<file path="config.mk">
export PLATFORM = sky130hd
export DESIGN_NAME = command_based_scale_estimator
export DESIGN_NICKNAME = d
export VERILOG_FILES = /design/src/rtl/cbse_pkg.sv /design/src/rtl/cbse_sqrt.sv /design/src/rtl/cbse_div.sv /design/src/rtl/command_based_scale_estimator.sv
export SDC_FILE = /design/constraint.sdc
export NUM_CORES = 2
export LEC_CHECK = 0
export BUFFER_PORTS_ARGS = -buffer_cell sky130_fd_sc_hd__buf_2
export CELL_PAD_IN_SITES_DETAIL_PLACEMENT = 1
export CELL_PAD_IN_SITES_GLOBAL_PLACEMENT = 2
export CORE_MARGIN = 5
export CORE_UTILIZATION = 41
export DETAILED_ROUTE_END_ITERATION = 6
export PLACE_DENSITY_LB_ADDON = 0.08
export SLEW_MARGIN = 20
export SYNTH_ARGS = -nofsm -noshare
export SYNTH_HDL_FRONTEND = slang
export SYNTH_SLANG_ARGS = --single-unit
</file>
<file path="constraint.sdc">
create_clock -name clk_i -period 10.1 [get_ports clk_i]
set_input_delay 2.02 -clock clk_i [delete_from_list [all_inputs] [get_ports clk_i]]
set_output_delay 2.02 -clock clk_i [all_outputs]
set_load 0.05 [all_outputs]
</file>
<file path="src/rtl/cbse_pkg.sv">
// Shared widths, constants and helpers for the command-based scale estimator.
package cbse_pkg;

  localparam int unsigned VelW = 16;
  localparam int unsigned PosW = 32;
  localparam int unsigned TimeW = 32;
  localparam int unsigned ThrW = 16;
  localparam int unsigned CfgIdxW = 8;
  localparam int unsigned OutW = 32;
  localparam int unsigned SumW = 64;
  localparam int unsigned RadW = 68;
  localparam int unsigned RootW = 34;
  localparam int unsigned ProdW = 70;
  localparam int unsigned MulBW = 35;
  localparam int unsigned DenW = 64;

  localparam int unsigned RefRefreshPeriod = 10;
  localparam logic [ThrW-1:0] ThrReset = 16'd20;

  // 2^15 * 10^6: Q1.15 one times microseconds per second.
  localparam logic [MulBW-1:0] ScaleK = 35'd32768000000;

  localparam logic [CfgIdxW-1:0] CfgHitThr = 8'd0;
  localparam logic [CfgIdxW-1:0] CfgSampleThr = 8'd1;

  function automatic logic [VelW:0] abs16(input logic [VelW-1:0] v);
    logic [VelW:0] e;
    e = {v[VelW-1], v};
    return e[VelW] ? (~e + 1'b1) : e;
  endfunction

  function automatic logic [PosW:0] absdiff32(input logic [PosW-1:0] a,
                                              input logic [PosW-1:0] b);
    logic [PosW:0] d;
    d = {a[PosW-1], a} - {b[PosW-1], b};
    return d[PosW] ? (~d + 1'b1) : d;
  endfunction

endpackage

</file>
<file path="src/rtl/cbse_sqrt.sv">
// Digit-by-digit floor square root, two radicand bits per cycle.
module cbse_sqrt (
  input  logic                      clk_i,
  input  logic                      rst_ni,
  input  logic                      start_i,
  input  logic [cbse_pkg::RadW-1:0] rad_i,
  output logic                      done_o,
  output logic [cbse_pkg::RootW-1:0] root_o
);
  import cbse_pkg::*;

  localparam int unsigned RemW = RootW + 2;
  localparam int unsigned CntW = $clog2(RootW);

  logic [RadW-1:0] rad_q;
  logic [RemW-1:0] rem_q;
  logic [RootW-1:0] root_q;
  logic [CntW-1:0] cnt_q;
  logic busy_q, done_q;
  logic [RemW+1:0] cand, trial, diff;
  logic ge;

  assign cand  = {rem_q, rad_q[RadW-1 -: 2]};
  assign trial = {2'b00, root_q, 2'b01};
  assign ge    = cand >= trial;
  assign diff  = cand - trial;

  always_ff @(posedge clk_i or negedge rst_ni) begin
    if (!rst_ni) begin
      busy_q <= 1'b0;
      done_q <= 1'b0;
      cnt_q  <= '0;
    end else begin
      done_q <= busy_q && !start_i && (cnt_q == CntW'(RootW - 1));
      if (start_i) begin
        busy_q <= 1'b1;
        cnt_q  <= '0;
      end else if (busy_q) begin
        cnt_q <= cnt_q + 1'b1;
        if (cnt_q == CntW'(RootW - 1)) begin
          busy_q <= 1'b0;
        end
      end
    end
  end

  always_ff @(posedge clk_i) begin
    if (start_i) begin
      rad_q  <= rad_i;
      rem_q  <= '0;
      root_q <= '0;
    end else if (busy_q) begin
      rad_q  <= {rad_q[RadW-3:0], 2'b00};
      rem_q  <= ge ? diff[RemW-1:0] : cand[RemW-1:0];
      root_q <= {root_q[RootW-2:0], ge};
    end
  end

  assign done_o = done_q;
  assign root_o = root_q;

endmodule

</file>
<file path="src/rtl/cbse_div.sv">
// Restoring divider, one numerator bit per cycle, saturating 32-bit quotient.
module cbse_div (
  input  logic                       clk_i,
  input  logic                       rst_ni,
  input  logic                       start_i,
  input  logic [cbse_pkg::ProdW-1:0] num_i,
  input  logic [cbse_pkg::DenW-1:0]  den_i,
  output logic                       done_o,
  output logic [cbse_pkg::OutW-1:0]  quo_o
);
  import cbse_pkg::*;

  localparam int unsigned CntW = $clog2(ProdW);
  localparam int unsigned LastHi = ProdW - OutW - 1;

  logic [ProdW-1:0] num_q;
  logic [DenW-1:0] den_q, rem_q;
  logic [OutW-1:0] quo_q;
  logic over_q, busy_q, done_q;
  logic [CntW-1:0] cnt_q;
  logic [DenW:0] cand, diff;
  logic ge;

  assign cand = {rem_q, num_q[ProdW-1]};
  assign ge   = cand >= {1'b0, den_q};
  assign diff = cand - {1'b0, den_q};

  always_ff @(posedge clk_i or negedge rst_ni) begin
    if (!rst_ni) begin
      busy_q <= 1'b0;
      done_q <= 1'b0;
      cnt_q  <= '0;
    end else begin
      done_q <= busy_q && !start_i && (cnt_q == CntW'(ProdW - 1));
      if (start_i) begin
        busy_q <= 1'b1;
        cnt_q  <= '0;
      end else if (busy_q) begin
        cnt_q <= cnt_q + 1'b1;
        if (cnt_q == CntW'(ProdW - 1)) begin
          busy_q <= 1'b0;
        end
      end
    end
  end

  always_ff @(posedge clk_i) begin
    if (start_i) begin
      num_q  <= num_i;
      den_q  <= den_i;
      rem_q  <= '0;
      quo_q  <= '0;
      over_q <= 1'b0;
    end else if (busy_q) begin
      num_q <= {num_q[ProdW-2:0], 1'b0};
      rem_q <= ge ? diff[DenW-1:0] : cand[DenW-1:0];
      quo_q <= {quo_q[OutW-2:0], ge};
      if (ge && cnt_q <= CntW'(LastHi)) begin
        over_q <= 1'b1;
      end
    end
  end

  assign done_o = done_q;
  assign quo_o  = over_q ? '1 : quo_q;

endmodule

</file>
<file path="src/rtl/command_based_scale_estimator.sv">
// Top level: command matching, pose reference tracking and scale estimation.
// Command words and a first pose are handled in S_IDLE; a pose whose hit count is
// not above the hit threshold goes to S_FIN, then S_MDIV and S_OUT when a mean is
// reported. An estimating pose runs eight 35-step shift-add squarings and products,
// two 34-step roots, up to two 70-step divisions (fewer for zero time or speed).
// One word is in work at a time; a held result stalls the report. Async reset, low.
module command_based_scale_estimator #(
  parameter int unsigned REF_REFRESH_PERIOD = cbse_pkg::RefRefreshPeriod
) (
  input  logic                          clk_i,
  input  logic                          rst_ni,
  input  logic                          in_valid_i,
  output logic                          in_stall_o,
  input  logic                          cmd_i,
  input  logic [cbse_pkg::VelW-1:0]     vel_x_i,
  input  logic [cbse_pkg::VelW-1:0]     vel_y_i,
  input  logic [cbse_pkg::VelW-1:0]     vel_z_i,
  input  logic [cbse_pkg::PosW-1:0]     pos_x_i,
  input  logic [cbse_pkg::PosW-1:0]     pos_y_i,
  input  logic [cbse_pkg::PosW-1:0]     pos_z_i,
  input  logic [cbse_pkg::TimeW-1:0]    time_stamp_i,
  output logic                          out_valid_o,
  input  logic                          out_stall_i,
  output logic [cbse_pkg::OutW-1:0]     scale_mean_o,
  output logic [cbse_pkg::OutW-1:0]     latest_estimate_o,
  output logic                          estimate_fresh_o,
  output logic [cbse_pkg::OutW-1:0]     sample_count_o,
  input  logic                          cfg_we_i,
  input  logic [cbse_pkg::CfgIdxW-1:0]  cfg_idx_i,
  input  logic [cbse_pkg::ThrW-1:0]     cfg_data_i
);
  import cbse_pkg::*;

  localparam int unsigned PhaseW = (REF_REFRESH_PERIOD > 1) ? $clog2(REF_REFRESH_PERIOD) : 1;
  localparam logic [PhaseW-1:0] PhaseLast = PhaseW'(REF_REFRESH_PERIOD - 1);
  localparam logic [PhaseW-1:0] PhaseFirst = PhaseW'(1 % REF_REFRESH_PERIOD);
  localparam int unsigned MulCntW = $clog2(MulBW);

  typedef enum logic [3:0] {
    S_IDLE, S_VSQ, S_VRT, S_DEN, S_DSQ, S_DRT, S_NUM, S_EDIV, S_FIN, S_MDIV, S_OUT
  } state_e;

  state_e state_q;

  logic [ThrW-1:0] hit_thr_q, sample_thr_q, hit_count_q;
  logic [VelW-1:0] tvx_q, tvy_q, tvz_q;
  logic pose_seen_q;
  logic [PhaseW-1:0] phase_q;
  logic [PosW-1:0] ref_x_q, ref_y_q, ref_z_q, px_q, py_q, pz_q;
  logic [TimeW-1:0] ref_t_q, ts_q;
  logic [SumW-1:0] sum_q;
  logic [OutW-1:0] total_q, est_q, mean_q;
  logic fresh_q;
  logic [DenW-1:0] den_q;
  logic [1:0] comp_q;

  logic [ProdW-1:0] mul_a_q, acc_q;
  logic [MulBW-1:0] mul_b_q;
  logic [MulCntW-1:0] mul_cnt_q;
  logic mul_busy_q;

  logic sqrt_start_q, div_start_q;
  logic [RadW-1:0] rad_q;
  logic [ProdW-1:0] num_q;
  logic [DenW-1:0] dden_q;
  logic sqrt_done, div_done;
  logic [RootW-1:0] root;
  logic [OutW-1:0] quo;

  logic out_valid_q, out_fresh_q;
  logic [OutW-1:0] out_mean_q, out_est_q, out_cnt_q;

  logic accept, vel_match, vel_pos;
  logic [VelW+1:0] vel_sum;
  logic [VelW:0] vnext;
  logic [PosW:0] dnext;
  logic [TimeW-1:0] dt;
  logic [SumW:0] sum_ext;

  assign accept    = in_valid_i && (state_q == S_IDLE);
  assign vel_match = (vel_x_i == tvx_q) && (vel_y_i == tvy_q) && (vel_z_i == tvz_q);
  assign vel_sum   = {{2{vel_x_i[VelW-1]}}, vel_x_i} + {{2{vel_y_i[VelW-1]}}, vel_y_i}
                   + {{2{vel_z_i[VelW-1]}}, vel_z_i};
  assign vel_pos   = !vel_sum[VelW+1] && (vel_sum != '0);
  assign vnext     = (comp_q == 2'd0) ? abs16(tvy_q) : abs16(tvz_q);
  assign dnext     = (comp_q == 2'd0) ? absdiff32(py_q, ref_y_q) : absdiff32(pz_q, ref_z_q);
  assign dt        = ts_q - ref_t_q;
  assign sum_ext   = {1'b0, sum_q} + {{(SumW-OutW+1){1'b0}}, (quo)};

  always_ff @(posedge clk_i or negedge rst_ni) begin
    if (!rst_ni) begin
      state_q      <= S_IDLE;
      hit_thr_q    <= ThrReset;
      sample_thr_q <= ThrReset;
      hit_count_q  <= '0;
      tvx_q        <= '0;
      tvy_q        <= '0;
      tvz_q        <= '0;
      pose_seen_q  <= 1'b0;
      phase_q      <= '0;
      ref_x_q      <= '0;
      ref_y_q      <= '0;
      ref_z_q      <= '0;
      ref_t_q      <= '0;
      sum_q        <= '0;
      total_q      <= '0;
      mul_busy_q   <= 1'b0;
      sqrt_start_q <= 1'b0;
      div_start_q  <= 1'b0;
      out_valid_q  <= 1'b0;
    end else begin
      sqrt_start_q <= !mul_busy_q && (comp_q == 2'd2)
                      && (state_q == S_VSQ || state_q == S_DSQ);
      div_start_q  <= (state_q == S_NUM && !mul_busy_q)
                      || (state_q == S_FIN && total_q > OutW'(sample_thr_q));

      if (cfg_we_i) begin
        unique case (cfg_idx_i)
          CfgHitThr:    hit_thr_q <= cfg_data_i;
          CfgSampleThr: sample_thr_q <= cfg_data_i;
          default: ;
        endcase
      end

      if (mul_busy_q) begin
        acc_q     <= acc_q + (mul_b_q[0] ? mul_a_q : '0);
        mul_a_q   <= {mul_a_q[ProdW-2:0], 1'b0};
        mul_b_q   <= {1'b0, mul_b_q[MulBW-1:1]};
        mul_cnt_q <= mul_cnt_q + 1'b1;
        if (mul_cnt_q == MulCntW'(MulBW - 1)) begin
          mul_busy_q <= 1'b0;
        end
      end

      if (out_valid_q && !out_stall_i && state_q != S_OUT) begin
        out_valid_q <= 1'b0;
      end

      unique case (state_q)
        S_IDLE: begin
          if (accept) begin
            if (!cmd_i) begin
              if (vel_match) begin
                if (hit_count_q != '1) begin
                  hit_count_q <= hit_count_q + 1'b1;
                end
              end else begin
                hit_count_q <= '0;
                if (vel_pos) begin
                  tvx_q <= vel_x_i;
                  tvy_q <= vel_y_i;
                  tvz_q <= vel_z_i;
                end
              end
            end else begin
              px_q <= pos_x_i;
              py_q <= pos_y_i;
              pz_q <= pos_z_i;
              ts_q <= time_stamp_i;
              fresh_q <= 1'b0;
              est_q <= '0;
              if (!pose_seen_q) begin
                ref_x_q     <= pos_x_i;
                ref_y_q     <= pos_y_i;
                ref_z_q     <= pos_z_i;
                ref_t_q     <= time_stamp_i;
                pose_seen_q <= 1'b1;
                phase_q     <= PhaseFirst;
              end else if (hit_count_q > hit_thr_q) begin
                mul_a_q    <= ProdW'(abs16(tvx_q));
                mul_b_q    <= MulBW'(abs16(tvx_q));
                acc_q      <= '0;
                mul_cnt_q  <= '0;
                mul_busy_q <= 1'b1;
                comp_q     <= 2'd0;
                state_q    <= S_VSQ;
              end else begin
                state_q <= S_FIN;
              end
            end
          end
        end
        S_VSQ: begin
          if (!mul_busy_q) begin
            if (comp_q == 2'd2) begin
              rad_q   <= acc_q[RadW-1:0];
              state_q <= S_VRT;
            end else begin
              mul_a_q    <= ProdW'(vnext);
              mul_b_q    <= MulBW'(vnext);
              mul_cnt_q  <= '0;
              mul_busy_q <= 1'b1;
              comp_q     <= comp_q + 1'b1;
            end
          end
        end
        S_VRT: begin
          if (sqrt_done) begin
            if (dt == '0 || root == '0) begin
              state_q <= S_FIN;
            end else begin
              mul_a_q    <= ProdW'(dt);
              mul_b_q    <= MulBW'(root);
              acc_q      <= '0;
              mul_cnt_q  <= '0;
              mul_busy_q <= 1'b1;
              state_q    <= S_DEN;
            end
          end
        end
        S_DEN: begin
          if (!mul_busy_q) begin
            den_q      <= acc_q[DenW-1:0];
            mul_a_q    <= ProdW'(absdiff32(px_q, ref_x_q));
            mul_b_q    <= MulBW'(absdiff32(px_q, ref_x_q));
            acc_q      <= '0;
            mul_cnt_q  <= '0;
            mul_busy_q <= 1'b1;
            comp_q     <= 2'd0;
            state_q    <= S_DSQ;
          end
        end
        S_DSQ: begin
          if (!mul_busy_q) begin
            if (comp_q == 2'd2) begin
              rad_q   <= acc_q[RadW-1:0];
              state_q <= S_DRT;
            end else begin
              mul_a_q    <= ProdW'(dnext);
              mul_b_q    <= MulBW'(dnext);
              mul_cnt_q  <= '0;
              mul_busy_q <= 1'b1;
              comp_q     <= comp_q + 1'b1;
            end
          end
        end
        S_DRT: begin
          if (sqrt_done) begin
            mul_a_q    <= ProdW'(root);
            mul_b_q    <= ScaleK;
            acc_q      <= '0;
            mul_cnt_q  <= '0;
            mul_busy_q <= 1'b1;
            state_q    <= S_NUM;
          end
        end
        S_NUM: begin
          if (!mul_busy_q) begin
            num_q   <= acc_q;
            dden_q  <= den_q;
            state_q <= S_EDIV;
          end
        end
        S_EDIV: begin
          if (div_done) begin
            est_q   <= quo;
            fresh_q <= 1'b1;
            sum_q   <= sum_ext[SumW] ? '1 : sum_ext[SumW-1:0];
            if (total_q != '1) begin
              total_q <= total_q + 1'b1;
            end
            state_q <= S_FIN;
          end
        end
        S_FIN: begin
          if (phase_q == '0) begin
            ref_x_q <= px_q;
            ref_y_q <= py_q;
            ref_z_q <= pz_q;
            ref_t_q <= ts_q;
          end
          phase_q <= (phase_q == PhaseLast) ? '0 : phase_q + 1'b1;
          if (total_q > OutW'(sample_thr_q)) begin
            num_q   <= ProdW'(sum_q);
            dden_q  <= DenW'(total_q);
            state_q <= S_MDIV;
          end else begin
            state_q <= S_IDLE;
          end
        end
        S_MDIV: begin
          if (div_done) begin
            mean_q  <= quo;
            state_q <= S_OUT;
          end
        end
        S_OUT: begin
          if (!out_valid_q || !out_stall_i) begin
            out_valid_q <= 1'b1;
            out_mean_q  <= mean_q;
            out_est_q   <= est_q;
            out_fresh_q <= fresh_q;
            out_cnt_q   <= total_q;
            state_q     <= S_IDLE;
          end
        end
        default: state_q <= S_IDLE;
      endcase
    end
  end

  cbse_sqrt u_sqrt (
    .clk_i   (clk_i),
    .rst_ni  (rst_ni),
    .start_i (sqrt_start_q),
    .rad_i   (rad_q),
    .done_o  (sqrt_done),
    .root_o  (root)
  );

  cbse_div u_div (
    .clk_i   (clk_i),
    .rst_ni  (rst_ni),
    .start_i (div_start_q),
    .num_i   (num_q),
    .den_i   (dden_q),
    .done_o  (div_done),
    .quo_o   (quo)
  );

  assign in_stall_o        = (state_q != S_IDLE);
  assign out_valid_o       = out_valid_q;
  assign scale_mean_o      = out_mean_q;
  assign latest_estimate_o = out_est_q;
  assign estimate_fresh_o  = out_fresh_q;
  assign sample_count_o    = out_cnt_q;

endmodule

</file>
[Word level (Yosys, flattened, before mapping)]
Index checks and enable logic that the tools add are counted.
Cells by class
  $add $sub $neg: 23
  order comparisons: 5
  eq/ne operators: 43
  muxes and demuxes: 160
  bitwise logic cells: 9
  reduce and logical (&&, ||, !) cells: 59
Operators by type and width (count)
  $mux W70: 27
  $mux W32: 20
  $mux W35: 13
  $pmux W70 S6: 1
  $pmux W32 S2: 5
  $pmux W70 S4: 1
  $mux W64: 4
  $pmux W35 S6: 1
  $pmux W70 S2: 1
  $mux W68: 2
  $mux W33: 4
  $pmux W64 S2: 1
  $add A33 B1 Y33 const B: 3
  $not A33 Y33: 3
  $sub A32 B32 Y33: 3
  $mux W4: 21
  $mux W6: 13
  $add A70 B70 Y70: 1
  $mux W17: 4
  $add A64 B32 Y65: 1
  $ge A65 B64 Y1: 1
  $sub A64 B64 Y64: 1
  $add A17 B1 Y17 const B: 3
  $not A17 Y17: 3
  other kinds (59): 162
Storage, ports and cells
  register bits: 1458
  input bits: 206
  output and inout bits: 99

[Logic depth before layout (Yosys ltp)]
  depth in word-level cells: 8
  gate-level depth with buffers: 20
  mapped depth without buffers: 17

[Hierarchy]
A second synthesis with hierarchy kept.
Unflattened totals
  cells, all modules: 8954
  area total of the unflattened synthesis: 89021.6 µm²
By module, submodules not included
  command_based_scale_estimator: times used 1, cells each 6682, area an instance 66242.3 µm², seq. area each 30529.3 µm²
  cbse_div: times used 1, cells each 1446, area an instance 14490.1 µm², seq. area each 6190.9 µm²
  cbse_sqrt: times used 1, cells each 826, area an instance 8289.2 µm², seq. area each 3643.5 µm²

[Worst setup path before layout]
OpenSTA, ideal clock, no wires.
  path kind: input port to flip-flop
  start point: input port out_stall_i
  end point: register out_fresh_q, in the netlist estimate_fresh_o, enable pin
  arrival time: 9145 ps
  setup slack: 264 ps
  cell stages on the path: 2
  path buffers: 0
  cell sequence: nand2_1 nor3b_1
Between the ends
  longest elaborated chain between the ends: 3
Ends and longest elaborated chain
  start: declaration: RTL line command_based_scale_estimator.sv:23  | input logic out_stall_i,
  $logic_not A1 Y1: RTL line command_based_scale_estimator.sv:288  | if (!out_valid_q || !out_stall_i) begin
  $logic_or A1 B1 Y1: RTL line command_based_scale_estimator.sv:288
  $reduce_and A3 Y1 (no line)
  end signal: assignment: RTL line command_based_scale_estimator.sv:292  | out_fresh_q <= fresh_q;
  end: declaration: RTL line command_based_scale_estimator.sv:70  | logic out_valid_q, out_fresh_q;
Every way passes these cells.
A chain may end at the register's enable or synchronous reset.

[Final worst setup path]
  start point: input port vel_x_i[1] in the netlist's numbering
  end point: register tvx_q[11]
Between the ends
  longest elaborated chain between the ends: 5
  elaborated cells on any way between the ends: 10
  those cells by class: add/sub (2); eq/ne (1); bitwise (1); reduce/logical (6)
Ends and longest elaborated chain
  start: declaration: RTL line command_based_scale_estimator.sv:15  | input logic [cbse_pkg::VelW-1:0] vel_x_i,
  $add A16 B16 Y17 or $eq A16 B16 Y1 (tied branches): RTL line command_based_scale_estimator.sv:82, command_based_scale_estimator.sv:81
  $add A17 B16 Y18 or $logic_and A1 B1 Y1 (tied branches): RTL line command_based_scale_estimator.sv:83, command_based_scale_estimator.sv:81
  $reduce_bool A18 Y1, or another cell as far along: RTL line command_based_scale_estimator.sv:84  | assign vel_pos = !vel_sum[VelW+1] && (vel_sum != '0);
  $logic_and A1 B1 Y1 or $not A1 Y1 (tied branches)
  $reduce_and A5 Y1 (no line) *
  end signal: assignment: RTL line command_based_scale_estimator.sv:150  | tvx_q <= vel_x_i;
  end: declaration: RTL line command_based_scale_estimator.sv:46  | logic [VelW-1:0] tvx_q, tvy_q, tvz_q;
Mark *: on every way between the ends. The rest lies on a longest branch, timed or not.

==> results by stage <==
Setup path:
- The arrival time at the worst endpoint is roughly 6.8 ns.
- The setup slack on the worst flop-to-flop path is approximately 4.1 ns.
- The data required time of the worst path is 10.80 ns.
- Traced cell by cell, the critical path runs through buf_2, fa_1, ha_1, inv_1, fa_1, nor2b_1, o21ai_0, a21oi_1, nor2_1, a2111oi_0, and3_1, and3_1, nand4_1, o41a_1, o21ai_4, buf_4, mux2_2.
- The startpoint identified for the worst register-to-register timing path is ref_t_q[1].
- The number of buffers and inverters on the critical path is 3.
- The endpoint of the worst setup timing path is tvx_q[11].
- The worst setup path is captured at a register.
- The most critical setup path has its startpoint at vel_x_i[1].
- The worst setup path is launched from an input pin.
- The length in cells of the worst reg-to-reg path is 17.
- Along the worst path, the maximum fanout reaches 30.
- The critical path is of the input pin to register type.
- Counting buffers and inverters, the worst setup path is 17 cells deep.
- The largest individual stage delay along the critical path comes from the cell sky130_fd_sc_hd__o21ai_4.
- The worst register-to-register path ends at acc_q[1].
- The family with the most delay on the worst path is compound AO/OA/AOI/OAI gates.
- On the worst path, the slowest cell contributes a delay of about 0.56 ns.

Placed design:
- The total half-perimeter wirelength after legalization and detailed placement is 213 mm.
- After detailed placement, the total cell area comes to 90500 um^2.
- The number of cells in the design after placement is 11500.
- The number of buffer cells added on primary ports is 304.
- Routability-driven placement finished with a final weighted congestion of 0.904.

Timing:
- Setup repair after global routing left no endpoint under its margin.
- After layout, the minimum clock period comes to just over 6 ns.
- The achievable frequency is ~0.17 GHz.
- The setup total negative slack is 0 ns.
- The max-slew headroom at the worst pin is 24.8%.
- At the pin with the least slew margin, the transition time is 1.12 ns.
- The worst-case clock skew is 0.0647 ns.
- The number of hold violations in the final report is 0.
- The final number of max-transition violations was 0.
- After layout, the worst path uses 59.9% of the clock period.
- Setup violations remaining at the end of the flow were counted as 0.

Pwr:
- The power per standard cell area is 350 nW/um^2.
- The analysis attributes to cell leakage a power of 38.9 nW.
- The peak supply drop is 0.000218 V.

Die:
- The floorplan has roughly 170 rows.
- Measured along the x axis, the die boundary spans 468 um.
- The core footprint is 209000 um^2.
- The die covers 219000 um^2.
- The die boundary height is 468 um.
- The starting utilization of the core area is approximately 41%.
- The top-level I/O count is 305.

Flow run:
- The number of violations of the max-capacitance limit is 0.

Drt:
- Dividing the detail-routed wire length by the instance count gives 24.6 um.
- The routed design has 291 mm of wire.
- The total number of vias is 68200.
- The first-iteration detailed-routing DRC count is 4324.
- Dividing the detail-routed via count by the number of cells gives around 5.8.
- The first detailed-routing pass ran for 7 iterations.
- After detailed routing, the number of remaining DRC violations is 0.
- In this run the remaining antenna-violating nets after routing total 0.

Yosys:
- Synthesis handed over a netlist of between 8000 and 9000 instances.
- The flip-flop and latch count after synthesis is around 1500.
- The prevailing post-synth register cell is sky130_fd_sc_hd__edfxtp_1.
- The post-synthesis instance area is 86200 um^2.
- The number of enable flip-flop cells after synthesis is around 940.
- The area share of the largest cell type after synthesis is between 30% and 40%.
- A synthesized cell averages about 10 um^2.
- The dominant cell type by area after synthesis is sky130_fd_sc_hd__edfxtp_1.
- The synthesized net count is 9303.
- Yosys printed 0 warnings.
- The dominant cell by count in the synthesized netlist is sky130_fd_sc_hd__nand2_1.
- Sequential cells were found to cover 46.9% of the synthesized design area.
- By area the synthesized netlist is led by sky130_fd_sc_hd__edfxtp_1 (33%), sky130_fd_sc_hd__dfrtp_1 (10%), sky130_fd_sc_hd__ha_1 (5.8%).
- The number of different library cells used by synthesis comes to 114.
- After synthesis, the share of flip-flops with an asynchronous set or reset is 24.0%.
- Counting instances in the post-synthesis netlist gives the leading cell types as sky130_fd_sc_hd__nand2_1 (1064), sky130_fd_sc_hd__edfxtp_1 (941), sky130_fd_sc_hd__nor2_1 (598).

Global route:
- The global-route wire length before repair is 444 mm.
- Entering global routing, the biggest net connects 197 pins.
- The via count of the first global-routing pass is 71300.
- The number of antenna violations at the first check in global routing was 14.
- The total overflow reported by the global router is 0.
- The overall routing resource usage is 26.0%.

Clock tree:
- The number of sinks on the clock net is 1458.
- The deepest clock path buffer count is 3.
- The TritonCTS clock tree is yes.
- The number of CTS-inserted buffers is 172.
- The root buffer cell is sky130_fd_sc_hd__clkbuf_16.
- The hold-fix buffer count after cts is 0.
- The clock latency of the later-clocked register in the worst-skew pair is 0.86 ns.
- Clock-pin slew was measured on the worst setup and hold paths at 0.06 ns.
- The post-cts repair resize count is 0.
- CTS built an H-tree with a depth of 4.
- In this run the post-CTS setup repair buffer count came out at 0.

Finish:
- Once layout is done, the placed cells without fillers occupy 96400 um^2.
- Relative to the synthesized area, the layout overhead comes to 11.9%.
- After filler insertion, the fill cell instance count of the layout stands at 23300.
- The multi-input combinational cells in the finished layout cover a total of 42800 um^2.
- The count of nets after finishing is 9474.
- The fraction of layout instances using a drive strength above 1 is a little under an eighth.
- The sequential cell area is 40400 um^2.
- The final non-filler cell total is 11800.
- At the end of the flow the core is filled with cells to 46.1%.

Hold path:
- The type of the worst min-delay path is register to register.

Status:
- The run finished with clean final reports.
==> how the worst min path moves through the flow <==
stage                    start              endpoint  slack [ns]  cells after the start
finish              dden_q[12]       u_div.den_q[12]        0.41                      0
global route        dden_q[48]       u_div.den_q[48]        0.42                      0
CTS                 dden_q[12]       u_div.den_q[12]        0.41                      0
detailed placement    est_q[1]  latest_estimate_o[1]        0.41                      0
global placement    dden_q[44]       u_div.den_q[44]        0.40                      0
floorplan              fresh_q      estimate_fresh_o        0.40                      0
==> through the flow <==
| stage | setup WS (ns) | total power, W | hold WS (ns) |
|---|---|---|---|
| floorplan | 0.264 | 0.0217 | 0.400 |
| global placement | 3.23 | 0.0268 | 0.401 |
| detailed placement | 3.15 | 0.0273 | 0.405 |
| CTS | 4.04 | 0.0339 | 0.410 |
| global route | 3.74 | 0.0360 | 0.424 |
| finish | 4.05 | 0.0337 | 0.411 |
==> cell type report <==
cell class	instances	area share, %
multi-input combinational	6406	44.4
antenna	5	0.0130
clock buffer	224	4.82
clock inverter	100	1.25
timing repair buffer	401	2.41
tap	2805	3.64
sequential	1458	41.9
inverter	409	1.59
==> power by group <==
group | switching [W] | internal [W]
Sequential | 0.00169 | 0.00865
Combinational | 0.0106 | 0.00634
Clock | 0.00275 | 0.00368
Total | 0.0151 | 0.0187
==> cell usage in the layout, fill, tap and decap left out, types with 36 or more instances in the layout <==
| master | n |
|---|---|
| sky130_fd_sc_hd__or3_1 | 45 |
| sky130_fd_sc_hd__nand2_1 | 1061 |
| sky130_fd_sc_hd__nand4_1 | 99 |
| sky130_fd_sc_hd__nor3_1 | 115 |
| sky130_fd_sc_hd__a31oi_1 | 76 |
| sky130_fd_sc_hd__a21o_1 | 190 |
| sky130_fd_sc_hd__nand2b_1 | 83 |
| sky130_fd_sc_hd__ha_1 | 394 |
| sky130_fd_sc_hd__clkbuf_16 | 173 |
| sky130_fd_sc_hd__xor2_1 | 236 |
| sky130_fd_sc_hd__a211oi_1 | 106 |
| sky130_fd_sc_hd__o22ai_1 | 48 |
| sky130_fd_sc_hd__clkinv_2 | 36 |
| sky130_fd_sc_hd__inv_1 | 404 |
| sky130_fd_sc_hd__buf_2 | 303 |
| sky130_fd_sc_hd__nor2_1 | 594 |
| sky130_fd_sc_hd__and2_1 | 184 |
| sky130_fd_sc_hd__o211ai_1 | 67 |
| sky130_fd_sc_hd__nor4_1 | 64 |
| sky130_fd_sc_hd__o21bai_1 | 54 |
| sky130_fd_sc_hd__o21a_1 | 80 |
| sky130_fd_sc_hd__edfxtp_1 | 941 |
| sky130_fd_sc_hd__mux2i_1 | 326 |
| sky130_fd_sc_hd__a21oi_1 | 520 |
| sky130_fd_sc_hd__and3_1 | 67 |
| sky130_fd_sc_hd__clkbuf_1 | 38 |
| sky130_fd_sc_hd__dfxtp_1 | 167 |
| sky130_fd_sc_hd__nor2b_1 | 58 |
| sky130_fd_sc_hd__dfrtp_1 | 340 |
| sky130_fd_sc_hd__o31ai_1 | 42 |
| sky130_fd_sc_hd__nand3_1 | 161 |
| sky130_fd_sc_hd__o21ai_0 | 520 |
| sky130_fd_sc_hd__buf_4 | 92 |
| sky130_fd_sc_hd__mux2_2 | 209 |
| sky130_fd_sc_hd__or2_2 | 54 |
| sky130_fd_sc_hd__a311oi_1 | 39 |
| sky130_fd_sc_hd__xnor2_1 | 243 |
| sky130_fd_sc_hd__o21ai_1 | 99 |
==> state kept, by name, indices dropped and copies added, names as in the netlist, 68 cells and up <==
| signal | cells |
|---|---|
| u_sqrt.rad_q | 68 |
| rad_q | 68 |
| num_q | 70 |
| mul_a_q | 70 |
| u_div.num_q | 70 |
| acc_q | 70 |
==> kinds of logic after synthesis <==
group / count (synthesis) / share of synthesized area, %
buffers and inverters: 813 / 3.64
muxes: 536 / 6.53
adders and majority gates: 420 / 6.31
AOI/OAI and AO/OA: 2247 / 16.9
and+or+nand+nor: 2723 / 14.9
xor gates and xnor gates: 480 / 4.89
DFF: 1458 / 46.9
==> metal layers <==
| metal | wire length [um] | GRT usage, % | vias up |
|---|---|---|---|
| li1 | - | - | 32100 |
| met1 | 126000 | 33.5 | 34200 |
| met2 | 142000 | 45.4 | 1373 |
| met3 | 11200 | 2.96 | 451 |
| met4 | 11100 | 8.90 | 2 |
| met5 | 13 | 0 | - |
Power figures use the tool's default switching activity.
